File: src/rtl/deca_pkg.sv
// shared types and constants for the dual event coincidence alert
// no dependencies; used by deca_regs, deca_core and the top level
`default_nettype none

package deca_pkg;

	// item command codes
	localparam logic [1:0] CMD_AUDIO  = 2'd0;
	localparam logic [1:0] CMD_VISION = 2'd1;
	localparam logic [1:0] CMD_TICK   = 2'd2;

	// register file layout
	localparam int unsigned ADDR_W = 5;
	localparam int unsigned REG_IDX_W = 3;
	localparam logic [REG_IDX_W-1:0] REG_AUDIO_LABEL  = 3'd0;
	localparam logic [REG_IDX_W-1:0] REG_VISION_LABEL = 3'd1;
	localparam logic [REG_IDX_W-1:0] REG_AUDIO_CONF   = 3'd2;
	localparam logic [REG_IDX_W-1:0] REG_VISION_CONF  = 3'd3;
	localparam logic [REG_IDX_W-1:0] REG_FUSION_WIN   = 3'd4;
	localparam logic [REG_IDX_W-1:0] REG_COOLDOWN     = 3'd5;
	localparam logic [REG_IDX_W-1:0] REG_LED_HOLD     = 3'd6;

	// register reset values
	localparam logic [7:0]  RST_AUDIO_LABEL  = 8'd2;
	localparam logic [7:0]  RST_VISION_LABEL = 8'd1;
	localparam logic [6:0]  RST_MIN_CONF     = 7'd70;
	localparam logic [31:0] RST_FUSION_WIN   = 32'd3000;
	localparam logic [31:0] RST_COOLDOWN     = 32'd30000;
	localparam logic [31:0] RST_LED_HOLD     = 32'd2000;

	typedef struct packed {
		logic [1:0]  command;
		logic [7:0]  event_label;
		logic [6:0]  event_confidence;
		logic [31:0] event_time_ms;
		logic [31:0] now_ms;
	} in_item_t;

	typedef struct packed {
		logic        alert;
		logic        led_on;
		logic [7:0]  alert_audio_label;
		logic [6:0]  alert_audio_confidence;
		logic [7:0]  alert_vision_label;
		logic [6:0]  alert_vision_confidence;
		logic [31:0] alert_audio_time;
		logic [31:0] alert_vision_time;
	} out_item_t;

	typedef struct packed {
		logic [7:0]  audio_target_label;
		logic [7:0]  vision_target_label;
		logic [6:0]  audio_min_confidence;
		logic [6:0]  vision_min_confidence;
		logic [31:0] fusion_window_ms;
		logic [31:0] cooldown_ms;
		logic [31:0] led_hold_ms;
	} cfg_t;

endpackage

`default_nettype wire

File: src/rtl/deca_regs.sv
// configuration register file behind the bus port
// depends on deca_pkg
`default_nettype none

module deca_regs (
	input  wire logic                         clk,
	input  wire logic                         arst_n,
	input  wire logic                         psel,
	input  wire logic                         penable,
	input  wire logic                         pwrite,
	input  wire logic [deca_pkg::ADDR_W-1:0]  paddr,
	input  wire logic [31:0]                  pwdata,
	output logic [31:0]                       prdata,
	output logic                              pready,
	output deca_pkg::cfg_t                    cfg
);
	import deca_pkg::*;

	cfg_t                 cfg_q;
	logic                 wr_en;
	logic [REG_IDX_W-1:0] idx;

	assign pready = 1'b1;
	assign wr_en  = psel && penable && pwrite;
	assign idx    = paddr[ADDR_W-1:2];
	assign cfg    = cfg_q;

	always_ff @(posedge clk or negedge arst_n) begin
		if (!arst_n) begin
			cfg_q.audio_target_label    <= RST_AUDIO_LABEL;
			cfg_q.vision_target_label   <= RST_VISION_LABEL;
			cfg_q.audio_min_confidence  <= RST_MIN_CONF;
			cfg_q.vision_min_confidence <= RST_MIN_CONF;
			cfg_q.fusion_window_ms      <= RST_FUSION_WIN;
			cfg_q.cooldown_ms           <= RST_COOLDOWN;
			cfg_q.led_hold_ms           <= RST_LED_HOLD;
		end else if (wr_en) begin
			unique case (idx)
				REG_AUDIO_LABEL:  cfg_q.audio_target_label    <= pwdata[7:0];
				REG_VISION_LABEL: cfg_q.vision_target_label   <= pwdata[7:0];
				REG_AUDIO_CONF:   cfg_q.audio_min_confidence  <= pwdata[6:0];
				REG_VISION_CONF:  cfg_q.vision_min_confidence <= pwdata[6:0];
				REG_FUSION_WIN:   cfg_q.fusion_window_ms      <= pwdata;
				REG_COOLDOWN:     cfg_q.cooldown_ms           <= pwdata;
				REG_LED_HOLD:     cfg_q.led_hold_ms           <= pwdata;
				default: ;
			endcase
		end
	end

	always_comb begin
		unique case (idx)
			REG_AUDIO_LABEL:  prdata = {24'd0, cfg_q.audio_target_label};
			REG_VISION_LABEL: prdata = {24'd0, cfg_q.vision_target_label};
			REG_AUDIO_CONF:   prdata = {25'd0, cfg_q.audio_min_confidence};
			REG_VISION_CONF:  prdata = {25'd0, cfg_q.vision_min_confidence};
			REG_FUSION_WIN:   prdata = cfg_q.fusion_window_ms;
			REG_COOLDOWN:     prdata = cfg_q.cooldown_ms;
			REG_LED_HOLD:     prdata = cfg_q.led_hold_ms;
			default:          prdata = 32'd0;
		endcase
	end

endmodule

`default_nettype wire

File: src/rtl/deca_core.sv
// kept events, alert decision and led timer for one item per cycle while step is high
// depends on deca_pkg
`default_nettype none

module deca_core (
	input  wire logic               clk,
	input  wire logic               arst_n,
	input  wire logic               step,
	input  wire deca_pkg::in_item_t item,
	input  wire deca_pkg::cfg_t     cfg,
	output deca_pkg::out_item_t     res
);
	import deca_pkg::*;

	logic [7:0]  a_lab_q, v_lab_q;
	logic [6:0]  a_conf_q, v_conf_q;
	logic [31:0] a_time_q, v_time_q;
	logic [31:0] last_alert_q;
	logic        led_q;

	logic [7:0]  a_lab, v_lab;
	logic [6:0]  a_conf, v_conf;
	logic [31:0] a_time, v_time;
	logic        is_event;
	logic [31:0] time_gap;
	logic [31:0] since_last;
	logic        alert;
	logic [31:0] last_alert_nxt;
	logic [31:0] since_nxt;
	logic        led_nxt;

	always_comb begin
		a_lab    = a_lab_q;
		a_conf   = a_conf_q;
		a_time   = a_time_q;
		v_lab    = v_lab_q;
		v_conf   = v_conf_q;
		v_time   = v_time_q;
		is_event = 1'b0;
		unique case (item.command)
			CMD_AUDIO: begin
				a_lab    = item.event_label;
				a_conf   = item.event_confidence;
				a_time   = item.event_time_ms;
				is_event = 1'b1;
			end
			CMD_VISION: begin
				v_lab    = item.event_label;
				v_conf   = item.event_confidence;
				v_time   = item.event_time_ms;
				is_event = 1'b1;
			end
			default: ;
		endcase

		time_gap   = (a_time > v_time) ? a_time - v_time : v_time - a_time;
		since_last = item.now_ms - last_alert_q;

		alert = is_event
			&& (a_time != 32'd0) && (v_time != 32'd0)
			&& (a_lab == cfg.audio_target_label) && (a_conf >= cfg.audio_min_confidence)
			&& (v_lab == cfg.vision_target_label) && (v_conf >= cfg.vision_min_confidence)
			&& (time_gap <= cfg.fusion_window_ms)
			&& (since_last >= cfg.cooldown_ms);

		// after an alert the elapsed time is zero, which never exceeds the hold
		last_alert_nxt = alert ? item.now_ms : last_alert_q;
		since_nxt      = alert ? 32'd0 : since_last;
		led_nxt        = (alert || led_q) && !(since_nxt > cfg.led_hold_ms);
	end

	always_ff @(posedge clk or negedge arst_n) begin
		if (!arst_n) begin
			a_lab_q      <= '0;
			a_conf_q     <= '0;
			a_time_q     <= '0;
			v_lab_q      <= '0;
			v_conf_q     <= '0;
			v_time_q     <= '0;
			last_alert_q <= '0;
			led_q        <= 1'b0;
		end else if (step) begin
			a_lab_q      <= a_lab;
			a_conf_q     <= a_conf;
			a_time_q     <= a_time;
			v_lab_q      <= v_lab;
			v_conf_q     <= v_conf;
			v_time_q     <= v_time;
			last_alert_q <= last_alert_nxt;
			led_q        <= led_nxt;
		end
	end

	assign res.alert                   = alert;
	assign res.led_on                  = led_nxt;
	assign res.alert_audio_label       = a_lab;
	assign res.alert_audio_confidence  = a_conf;
	assign res.alert_vision_label      = v_lab;
	assign res.alert_vision_confidence = v_conf;
	assign res.alert_audio_time        = a_time;
	assign res.alert_vision_time       = v_time;

endmodule

`default_nettype wire

File: src/rtl/dual_event_coincidence_alert.sv
// dual event coincidence alert: each item passes the input register, then the result register
// throughput one item per cycle while res_stall is low; the input register and result register decouple the sides
// the result register holds while res_stall is high; the input register takes one more item
// reset (arst_n low, asynchronous): kept events, last alert time and led cleared to zero,
// registers to their defaults, both pipeline valids cleared
// depends on deca_pkg, deca_regs, deca_core
`default_nettype none

module dual_event_coincidence_alert (
	input  wire logic                         clk,
	input  wire logic                         arst_n,
	// event channel
	input  wire logic                         evt_valid,
	output logic                              evt_stall,
	input  wire deca_pkg::in_item_t           evt,
	// result channel
	output logic                              res_valid,
	input  wire logic                         res_stall,
	output deca_pkg::out_item_t               res,
	// configuration port
	input  wire logic                         psel,
	input  wire logic                         penable,
	input  wire logic                         pwrite,
	input  wire logic [deca_pkg::ADDR_W-1:0]  paddr,
	input  wire logic [31:0]                  pwdata,
	output logic [31:0]                       prdata,
	output logic                              pready
);
	import deca_pkg::*;

	cfg_t      cfg;
	in_item_t  item_s1;
	logic      valid_s1;
	out_item_t res_s2;
	logic      valid_s2;
	out_item_t res_nxt;
	logic      advance;
	logic      step;

	// register file
	deca_regs u_regs (
		.clk     (clk),
		.arst_n  (arst_n),
		.psel    (psel),
		.penable (penable),
		.pwrite  (pwrite),
		.paddr   (paddr),
		.pwdata  (pwdata),
		.prdata  (prdata),
		.pready  (pready),
		.cfg     (cfg)
	);

	// result register can take a new result when empty or when its transfer completes
	assign advance = !valid_s2 || !res_stall;
	// the item in the input register is processed (and the state updated) as it moves on
	assign step = valid_s1 && advance;
	// input register is free when empty or when it moves on this cycle
	assign evt_stall = valid_s1 && !advance;

	always_ff @(posedge clk or negedge arst_n) begin
		if (!arst_n) begin
			valid_s1 <= 1'b0;
			valid_s2 <= 1'b0;
		end else begin
			if (!evt_stall) begin
				valid_s1 <= evt_valid;
			end
			if (advance) begin
				valid_s2 <= valid_s1;
			end
		end
	end

	// payload registers carry no reset
	always_ff @(posedge clk) begin
		if (evt_valid && !evt_stall) begin
			item_s1 <= evt;
		end
		if (step) begin
			res_s2 <= res_nxt;
		end
	end

	// event store, coincidence check, cooldown and led timer
	deca_core u_core (
		.clk    (clk),
		.arst_n (arst_n),
		.step   (step),
		.item   (item_s1),
		.cfg    (cfg),
		.res    (res_nxt)
	);

	assign res_valid = valid_s2;
	assign res       = res_s2;

endmodule

`default_nettype wire

File: config.mk
export PLATFORM = sky130hd
export DESIGN_NAME = dual_event_coincidence_alert
export DESIGN_NICKNAME = d
export VERILOG_FILES = /design/src/rtl/deca_pkg.sv /design/src/rtl/deca_regs.sv /design/src/rtl/deca_core.sv /design/src/rtl/dual_event_coincidence_alert.sv
export SDC_FILE = /design/constraint.sdc
export NUM_CORES = 1
export LEC_CHECK = 0
export BUFFER_PORTS_ARGS = -buffer_cell sky130_fd_sc_hd__buf_2
export CAP_MARGIN = 20
export CORE_UTILIZATION = 40
export CTS_CLUSTER_SIZE = 20
export DETAILED_ROUTE_END_ITERATION = 8
export SETUP_SLACK_MARGIN = 0.15
export SYNTH_ARGS = -nofsm -noshare
export SYNTH_HDL_FRONTEND = slang
export SYNTH_SLANG_ARGS = --single-unit
File: constraint.sdc
create_clock -name clk -period 9.2 [get_ports clk]
set_clock_uncertainty 0.05 [all_clocks]
set_input_delay 2.3 -clock clk [delete_from_list [all_inputs] [get_ports clk]]
set_output_delay 2.3 -clock clk [all_outputs]
set_load 0.01 [all_outputs]
---- Yosys cells after proc, flatten, opt, wreduce, memory -nomap -nowiden ----
Index checks and enable logic that the tools add are counted.
storage, ports and cells
  register bits ........................... 432
  output and inout bits ................... 131
operators by class
  $add $sub $neg .......................... 3
  order comparisons ....................... 6
  mux-type cells .......................... 10
  reduce and logical (&&, ||, !) cells .... 34
  equal/unequal tests ..................... 9
operators by type and width
  operator              number
  $pmux W32 S7          1
  $mux W32              4
  $sub A32 B32 Y32      3
  $gt A32 B32 Y1        2
  $reduce_bool A32 Y1   2
  $ge A32 B32 Y1        1
  $le A32 B32 Y1        1
  $eq A8 B8 Y1          2
  $mux W8               2
  $reduce_and A2 Y1     8
  $ge A7 B7 Y1          2
  $logic_and A1 B1 Y1   14
  $mux W7               2
  $eq A3 B3 Y1 const B  3
  $eq A3 B2 Y1 const B  2
  $logic_not A1 Y1      5
  $eq A3 B1 Y1 const B  1
  $logic_not A3 Y1      1
  $eq A2 B1 Y1 const B  1
  $logic_not A2 Y1      1
  $logic_or A1 B1 Y1    2
  $reduce_or A2 Y1      1
  $mux W1               1

---- Depth between registers and ports, before layout ----
Gate-level depths: netlist (run 1).
  depth after elaboration ................. 15
  depth in mapped cells ................... 39
  mapped depth without buffers ............ 33

---- Modules after synthesis ----
From an unflattened synthesis (run 1), not the netlist that was laid out.
unflattened totals
  cells, all modules ...................... 2,397
  area total of the unflattened synthesis .. 25,832.3 um^2
modules (own cells, without submodules)
  module                        cells each  seq. area each (um^2)  times used  area an instance (um^2)
  deca_core                     1,758       3,178.0                1           14,375.0
  deca_regs                     454         3,188.1                1           6,049.6
  dual_event_coincidence_alert  185         5,365.1                1           5,407.7

---- Least setup slack after synthesis (run 1) ----
No wires, ideal clock.
  path type ............................... reg2reg
  start ................................... register item_s1[80] (netlist bit)
  end ..................................... register res_s2, in the netlist res[94] (data pin)
  cell stages (with the launch flop) ...... 37
  slack ................................... 1,661 ps
  setup time .............................. 130 ps
  required time ........................... 9,020 ps
  arrival ................................. 7,359 ps
  path buffers ............................ 5
  path through ............................ edfxtp_1 buf_2 nand2b_1 buf_4 buf_1 mux2i_1 inv_1 ha_1 fa_1 nor2b_1 a32o_1 o32a_1 a211oi_4 a31o_1 buf_4 mux2_2 a22oi_2 xnor2_1 ha_1 a21oi_1 o21ai_0 a21oi_1 o211ai_1 a221oi_1 a31o_2 and4_1 buf_2 nor2b_1 ha_1 a21o_1 a21o_1 a21oi_1 nor2_1 a2111oi_0 nor2_1 o31ai_1 o21a_1
RTL lines
  item                      line                                source
  start: declaration        dual_event_coincidence_alert.sv:32  in_item_t item_s1;
  start signal: assignment  dual_event_coincidence_alert.sv:78  item_s1 <= evt;
  end signal: assignment    dual_event_coincidence_alert.sv:81  res_s2 <= res_nxt;
  end: declaration          dual_event_coincidence_alert.sv:34  out_item_t res_s2;

==> results of run 1 <==
==> power groups by stage <==
stage / registers, W / logic (W) / clock network, W
finish: 0.00264 / 0.00357 / 0.00206
global route: 0.00268 / 0.00396 / 0.00218
global placement: 0.00266 / 0.00346 / 0
detailed placement: 0.00267 / 0.00351 / 0
floorplan: 0.00262 / 0.00229 / 0
CTS: 0.00264 / 0.00355 / 0.00211
==> routing by layer <==
layer	wire [µm]	GRT usage (%)
met1	36600	34.1
met2	36300	38.1
met3	5380	4.17
met4	1520	5.09
met5	48	0
==> how the worst max path moves through the flow <==
stage	startpoint	end	slack [ns]	depth (start not counted)
final	item_s1[80]$_DFFE_PP_	res[94]$_DFFE_PP_	0.62	34
after global routing	item_s1[80]$_DFFE_PP_	res[94]$_DFFE_PP_	0.15	36
after CTS	item_s1[80]$_DFFE_PP_	res[94]$_DFFE_PP_	0.30	34
after detailed placement	item_s1[80]$_DFFE_PP_	res[94]$_DFFE_PP_	0.36	35
after global placement	item_s1[80]$_DFFE_PP_	res[94]$_DFFE_PP_	0.42	34
after floorplan	item_s1[80]$_DFFE_PP_	res[94]$_DFFE_PP_	1.66	36
==> timing repair <==
item | 4_1_cts | 5_1_grt
hold buffers | 0 | 0
setup endpoints to repair | 0 | 2
gates resized for setup | 0 | 10
==> layout make-up <==
type	count	area share (%)
Inverter	246	3.05
Antenna cell	2	0.0165
Multi-Input combinational cell	1860	42.2
Sequential cell	432	38.6
Tap cell	846	3.49
Clock inverter	25	1.16
Timing Repair Buffer	360	7.02
Clock buffer	65	4.47
==> stage by stage <==
stage	cells	hold WS [ns]	setup slack, ns	power, W
final	3836	0.425	0.617	0.00828
after global routing	3835	0.452	0.152	0.00882
after detailed placement	3744	0.412	0.364	0.00619
after CTS	3834	0.427	0.295	0.00829
after global placement	3744	0.407	0.418	0.00612
after floorplan	2660	0.396	1.66	0.00491
==> registers in the layout, summed over array words and instances (netlist names) <==
| signal | flops |
|---|---|
| u_regs.cfg | 126 |
| res | 96 |
| item_s1 | 81 |
| u_core.a_time_q | 32 |
| u_core.last_alert_q | 32 |
| u_core.v_time_q | 32 |
| u_core.a_lab_q | 8 |
| u_core.v_lab_q | 8 |
| u_core.a_conf_q | 7 |
| u_core.v_conf_q | 7 |
| res_valid | 1 |
| u_core.led_q | 1 |
| valid_s1 | 1 |
==> kinds of logic (layout without fill, tap and decap cells) <==
kind of cell | count (synthesis) | after routing | synth area share (%)
simple gates | 751 | 751 | 13.4
buf+inv | 368 | 696 | 5.63
mux | 176 | 176 | 7.84
compound gates | 649 | 649 | 15.2
fa+ha+maj | 205 | 205 | 9.99
other cells | 1 | 3 | 0.0145
flops | 432 | 432 | 45.3
xor+xnor | 78 | 78 | 2.64
==> worst max-delay path, delay by kind of cell, from the launching register on <==
family	cells	cell delay [ns]
AO/OA/AOI/OAI	17	3.90
buffers and inverters	5	1.23
AND/OR/NAND/NOR	7	1.11
multiplexers	1	0.40
adder cells (fa/ha/maj)	3	0.94
XOR/XNOR	1	0.22
flip-flops	1	0.56
==> cells in the final DEF, fill, tap and decap left out, types with 15 or more instances in the layout <==
cell type / synthesis / final
sky130_fd_sc_hd__a21o_1: 54 / 54
sky130_fd_sc_hd__mux2_2: 33 / 33
sky130_fd_sc_hd__ha_1: 202 / 202
sky130_fd_sc_hd__dfstp_2: 28 / 28
sky130_fd_sc_hd__and2_1: 33 / 32
sky130_fd_sc_hd__nand4_1: 40 / 40
sky130_fd_sc_hd__a21oi_1: 144 / 144
sky130_fd_sc_hd__xnor2_1: 43 / 43
sky130_fd_sc_hd__nand2b_1: 17 / 16
sky130_fd_sc_hd__clkbuf_16: 0 / 49
sky130_fd_sc_hd__mux2_4: 29 / 29
sky130_fd_sc_hd__xor2_1: 35 / 35
sky130_fd_sc_hd__o211ai_1: 15 / 15
sky130_fd_sc_hd__nor2b_1: 50 / 48
sky130_fd_sc_hd__mux2i_1: 106 / 104
sky130_fd_sc_hd__nand2_1: 384 / 383
sky130_fd_sc_hd__dfrtp_1: 227 / 227
sky130_fd_sc_hd__o21ai_0: 274 / 274
sky130_fd_sc_hd__buf_2: 15 / 251
sky130_fd_sc_hd__nor3_1: 24 / 24
sky130_fd_sc_hd__o21bai_1: 15 / 15
sky130_fd_sc_hd__buf_4: 5 / 104
sky130_fd_sc_hd__nor2_1: 100 / 96
sky130_fd_sc_hd__nor4_1: 36 / 34
sky130_fd_sc_hd__a31oi_1: 23 / 23
sky130_fd_sc_hd__inv_1: 245 / 244
sky130_fd_sc_hd__edfxtp_1: 177 / 177
sky130_fd_sc_hd__nand3_1: 30 / 30
sky130_fd_sc_hd__o21a_1: 17 / 17
==> impl_metrics.py, run 1 <==
metrics = {
    "power_and_ir_drop": {
        "vdd_ir_drop_max_uv": 132,
        "combinationalPowerShare_pct": 43.1,
        "cell_internal_pwr_w": 0.00507,
        "power_leakage_nw": 14.2,
        "clkPwrFrac_pct": 24.9,
        "total_switching_power_w": 0.00321,
        "power.density_cell_area_nw_per_um2": 273,
        "power_switching_share_pct": 38.8,
        "seq_power_share_pct": 31.9,
    },
    "timing": {
        "final_number_of_max_transition_violations": 0,
        "min_period_over_period_pct": 93.3,
        "totalNegativeSetupSlack_ns": 0,
        "maxClockFrequency_ghz": 0.117,
        "fin_crit_ns": 8.58,
        "setup_violations": 0,
        "rsz0062_at_grt": "no",
        "worst-slew-pin-transition_ns": 1.02,
        "report.final.hold_viol_count": 0,
        "slew-limit-headroom_pct": 31.7,
    },
    "setup_path": {
        "cp_max_fo": 21,
        "worst_setup_path_end_kind": "register",
        "worst-endpoint-required_ns": 9.63,
        "critPathMaxStageDelay_ns": 0.56,
        "cpMaxStageDelayCell": "sky130_fd_sc_hd__edfxtp_1",
        "rr_endpoint": "res[94]$_DFFE_PP_",
        "timing.critical_path.arrival_ns": 9.01,
        "r2r.worst_path.cells": 34,
        "cp_startpoint_kind": "register",
        "criticalPathCategory": "reg -> reg",
        "rrSetupSlack_ns": 0.62,
        "crit-reg2reg-launch": "item_s1[80]$_DFFE_PP_",
    },
    "grt": {
        "grt_overflow": 0,
        "grt_pass1_vias": 20400,
        "grt_util_all_layers_pct": 24.0,
        "largest_net_degree_at_the_start_of_global_routing": 149,
        "antenna_found_initial": 7,
        "grt_pass1_wl_um": 122000,
    },
    "clock_tree": {
        "h-tree-depth": 2,
        "clock-root-buffer": "sky130_fd_sc_hd__clkbuf_16",
        "cts_tree": "built",
        "cts_setup_buffers": 0,
        "max_clock_buf_depth": 3,
        "clk-insertion-delay-late_ns": 0.59,
        "cts_inserted_buffers": 48,
        "clkSinkCount": 432,
        "clk_pin_slew_worst_paths_ns": 0.06,
    },
    "status": {
        "run_status": "complete, no violations",
    },
    "floorplanning": {
        "floorplan.io_pins": 256,
        "core_area_um2": 63500,
        "rows": 92,
        "floorplan.die_area_um2": 65700,
        "die_h_um": 256,
        "effective_utilization_at_floorplan_pct": 40.7,
        "die_w_um": 256,
    },
    "routing": {
        "ant_nets": 0,
        "drt-initial-drc-count": 1725,
        "via_count": 20700,
        "firstDrtPassIters": 5,
        "drt-vias-per-instance": 5.40,
        "wirelength_um": 79800,
        "post_drt_wl_per_cell_um": 20.8,
        "post-route-drc-count": 0,
    },
    "yosys": {
        "synth.largest_area_cell": "sky130_fd_sc_hd__dfrtp_1",
        "post_synth_num_cell_types": 87,
        "syn-cell-area_um2": 25900,
        "synth.net_count": 2990,
        "synthFlopType": "sky130_fd_sc_hd__dfrtp_1",
        "top_cell_type_s_share_of_synthesized_area_pct": 21.9,
        "seq_area_frac_synth_pct": 45.3,
        "avgSynthCellArea_um2": 9.73,
        "ys_top_cells_by_area": "sky130_fd_sc_hd__dfrtp_1 22%, sky130_fd_sc_hd__edfxtp_1 21%, sky130_fd_sc_hd__ha_1 9.8%",
        "post_synth_inst_count": 2660,
        "synthArstFlopShare_pct": 59.0,
        "yosysMostFrequentCell": "sky130_fd_sc_hd__nand2_1",
        "yosys_register_bits": 432,
        "synth-warning-count": 0,
        "synth-edff-count": 177,
        "synthTopCellsByCount": "384 x sky130_fd_sc_hd__nand2_1, 274 x sky130_fd_sc_hd__o21ai_0, 245 x sky130_fd_sc_hd__inv_1",
    },
    "final_layout": {
        "layout.nets": 3278,
        "finalCoreUtilization_pct": 47.8,
        "seqCellArea_um2": 11700,
        "fillCellCount": 6032,
        "proportion_of_layout_cells_with_a_drive_suffix_above_1_pct": 19.2,
        "area_delta_synth_final_pct": 17.3,
        "finish.instance_area_um2": 30400,
        "multiInputGateArea_um2": 12800,
    },
    "min_path": {
        "hold_path.startpoint": "u_core.v_conf_q[1]$_DFFE_PN0P_",
        "min-delay-path-class": "reg -> reg",
        "whs_path_depth": 2,
        "timing.hold.worst_endpoint": "u_core.v_conf_q[1]$_DFFE_PN0P_",
    },
    "placed_design": {
        "gp_congestion": 0.946,
        "dp.final_hpwl_um": 61400,
        "placed_area_um2": 28600,
        "port-buffer-count": 252,
    },
    "run": {
        "max_cap_violations": 0,
    },
}
Power figures use the tool's default switching activity.
==> run 2, diff against run 1 <==
clock period = 9.7 ns   (was 9.2 ns; I/O delays follow)
==> impl_metrics.py, run 2 (same netlist as run 1, synthesis figures left out) <==
metrics = {
    "routing": {
        "drt-vias-per-instance": 5.41,
        "post_drt_wl_per_cell_um": 21.1,
        "via_count": 20600,
        "ant_nets": 0,
        "post-route-drc-count": 0,
        "wirelength_um": 80100,
        "drt-initial-drc-count": 1767,
        "firstDrtPassIters": 6,
    },
    "grt": {
        "grt_pass1_wl_um": 123000,
        "grt_overflow": 0,
        "largest_net_degree_at_the_start_of_global_routing": 137,
        "grt_util_all_layers_pct": 24.1,
        "antenna_found_initial": 4,
        "grt_pass1_vias": 20100,
    },
    "timing": {
        "slew-limit-headroom_pct": 31.7,
        "worst-slew-pin-transition_ns": 1.01,
        "rsz0062_at_grt": "no",
        "min_period_over_period_pct": 92.8,
        "setup_violations": 0,
        "fin_crit_ns": 9.00,
        "totalNegativeSetupSlack_ns": 0,
        "report.final.hold_viol_count": 0,
        "final_number_of_max_transition_violations": 0,
        "maxClockFrequency_ghz": 0.111,
    },
    "power_and_ir_drop": {
        "power_leakage_nw": 14.0,
        "power.density_cell_area_nw_per_um2": 256,
        "vdd_ir_drop_max_uv": 135,
    },
    "final_layout": {
        "proportion_of_layout_cells_with_a_drive_suffix_above_1_pct": 17.8,
        "layout.cells.most_common": "sky130_fd_sc_hd__nand2_1",
        "area_delta_synth_final_pct": 15.8,
        "number_of_flip_flops_under_the_largest_register_name": 126,
        "finish.instance_area_um2": 30000,
        "layout.cells.most_common_list": "383 x sky130_fd_sc_hd__nand2_1, 274 x sky130_fd_sc_hd__o21ai_0, 251 x sky130_fd_sc_hd__buf_2",
        "layout.nets": 3242,
    },
    "clock_tree": {
        "cts_setup_buffers": 0,
        "clk_pin_slew_worst_paths_ns": 0.06,
        "cts_tree": "built",
        "h-tree-depth": 2,
        "max_clock_buf_depth": 3,
        "clock-root-buffer": "sky130_fd_sc_hd__clkbuf_16",
        "clkSinkCount": 432,
        "clk-insertion-delay-late_ns": 0.62,
        "cts_inserted_buffers": 50,
        "cts_resized": 0,
        "post_cts_hold_buffer_count": 0,
    },
    "setup_path": {
        "r2r.worst_path.cells": 32,
        "cpMaxStageDelayCell": "sky130_fd_sc_hd__mux2i_1",
        "worst_setup_path_end_kind": "register",
        "critPathMaxStageDelay_ns": 0.65,
        "cp_max_fo": 33,
        "rrSetupSlack_ns": 0.70,
        "criticalPathCategory": "reg -> reg",
        "cp_startpoint_kind": "register",
        "timing.critical_path.arrival_ns": 9.44,
        "worst-endpoint-required_ns": 10.13,
        "crit-reg2reg-launch": "item_s1[80]$_DFFE_PP_",
        "rr_endpoint": "res[94]$_DFFE_PP_",
    },
    "placed_design": {
        "placed_area_um2": 28300,
        "port-buffer-count": 252,
        "dp.final_hpwl_um": 61300,
        "gp_congestion": 0.958,
    },
    "floorplanning": {
        "rows": 92,
        "core_area_um2": 63500,
        "die_w_um": 256,
        "effective_utilization_at_floorplan_pct": 40.7,
        "floorplan.io_pins": 256,
        "floorplan.die_area_um2": 65700,
        "die_h_um": 256,
    },
    "status": {
        "run_status": "complete, no violations",
    },
    "run": {
        "max_cap_violations": 0,
    },
    "min_path": {
        "hold_path.startpoint": "u_core.a_lab_q[1]$_DFFE_PN0P_",
        "timing.hold.worst_endpoint": "u_core.a_lab_q[1]$_DFFE_PN0P_",
        "min-delay-path-class": "reg -> reg",
        "whs_path_depth": 2,
    },
}
run 2: per-stage QoR:
step	std cells	hold slack, ns	util [%]	setup WS, ns	total power (W)
after detailed placement	3706	0.413	44.5	0.751	0.00574
after CTS	3799	0.433	47.2	0.732	0.00769
after global placement	3706	0.407	44.5	0.808	0.00569
after global routing	3799	0.458	47.2	0.190	0.00817
final	3803	0.428	47.2	0.696	0.00767
after floorplan	2660	0.396	-	2.16	0.00465
run 2: how the worst max path moves through the flow:
stage	startpoint	endpoint	cells past startpoint
4_1_cts	item_s1[80]$_DFFE_PP_	res[94]$_DFFE_PP_	33
6_report	item_s1[80]$_DFFE_PP_	res[94]$_DFFE_PP_	32
2_1_floorplan	item_s1[80]$_DFFE_PP_	res[94]$_DFFE_PP_	36
3_3_place_gp	item_s1[80]$_DFFE_PP_	res[94]$_DFFE_PP_	32
3_5_place_dp	item_s1[80]$_DFFE_PP_	res[94]$_DFFE_PP_	33
5_1_grt	item_s1[80]$_DFFE_PP_	res[94]$_DFFE_PP_	32
run 2: where the power goes:
group | switching [W] | internal, W
registers | 0.000232 | 0.00227
logic | 0.00199 | 0.00126
clock network | 0.000796 | 0.00112
total | 0.00302 | 0.00465
run 2: cell type report:
class,count,area (µm²)
antenna,4,10.0
clock buffer,71,1440
timing repair buffer,322,1820
tap,846,1060
fill,6048,33600
multi-input combinational,1860,12800
inverter,246,926
sequential,432,11700
clock inverter,22,228
run 2: layer usage:
layer  GRT usage [%]  wire length, µm
met5               0                0
met1            33.9            36200
met4            5.84             1640
met2            37.8            36400
met3            5.17             5920
run 2: critical path, delay by kind of cell (launching register included):
kind | cells | cell delay, ns
compound gates | 14 | 3.45
xor+xnor | 1 | 0.14
fa+ha+maj | 3 | 1.10
buf+inv | 3 | 0.69
flops | 1 | 0.51
mux | 2 | 1.01
simple gates | 9 | 1.91
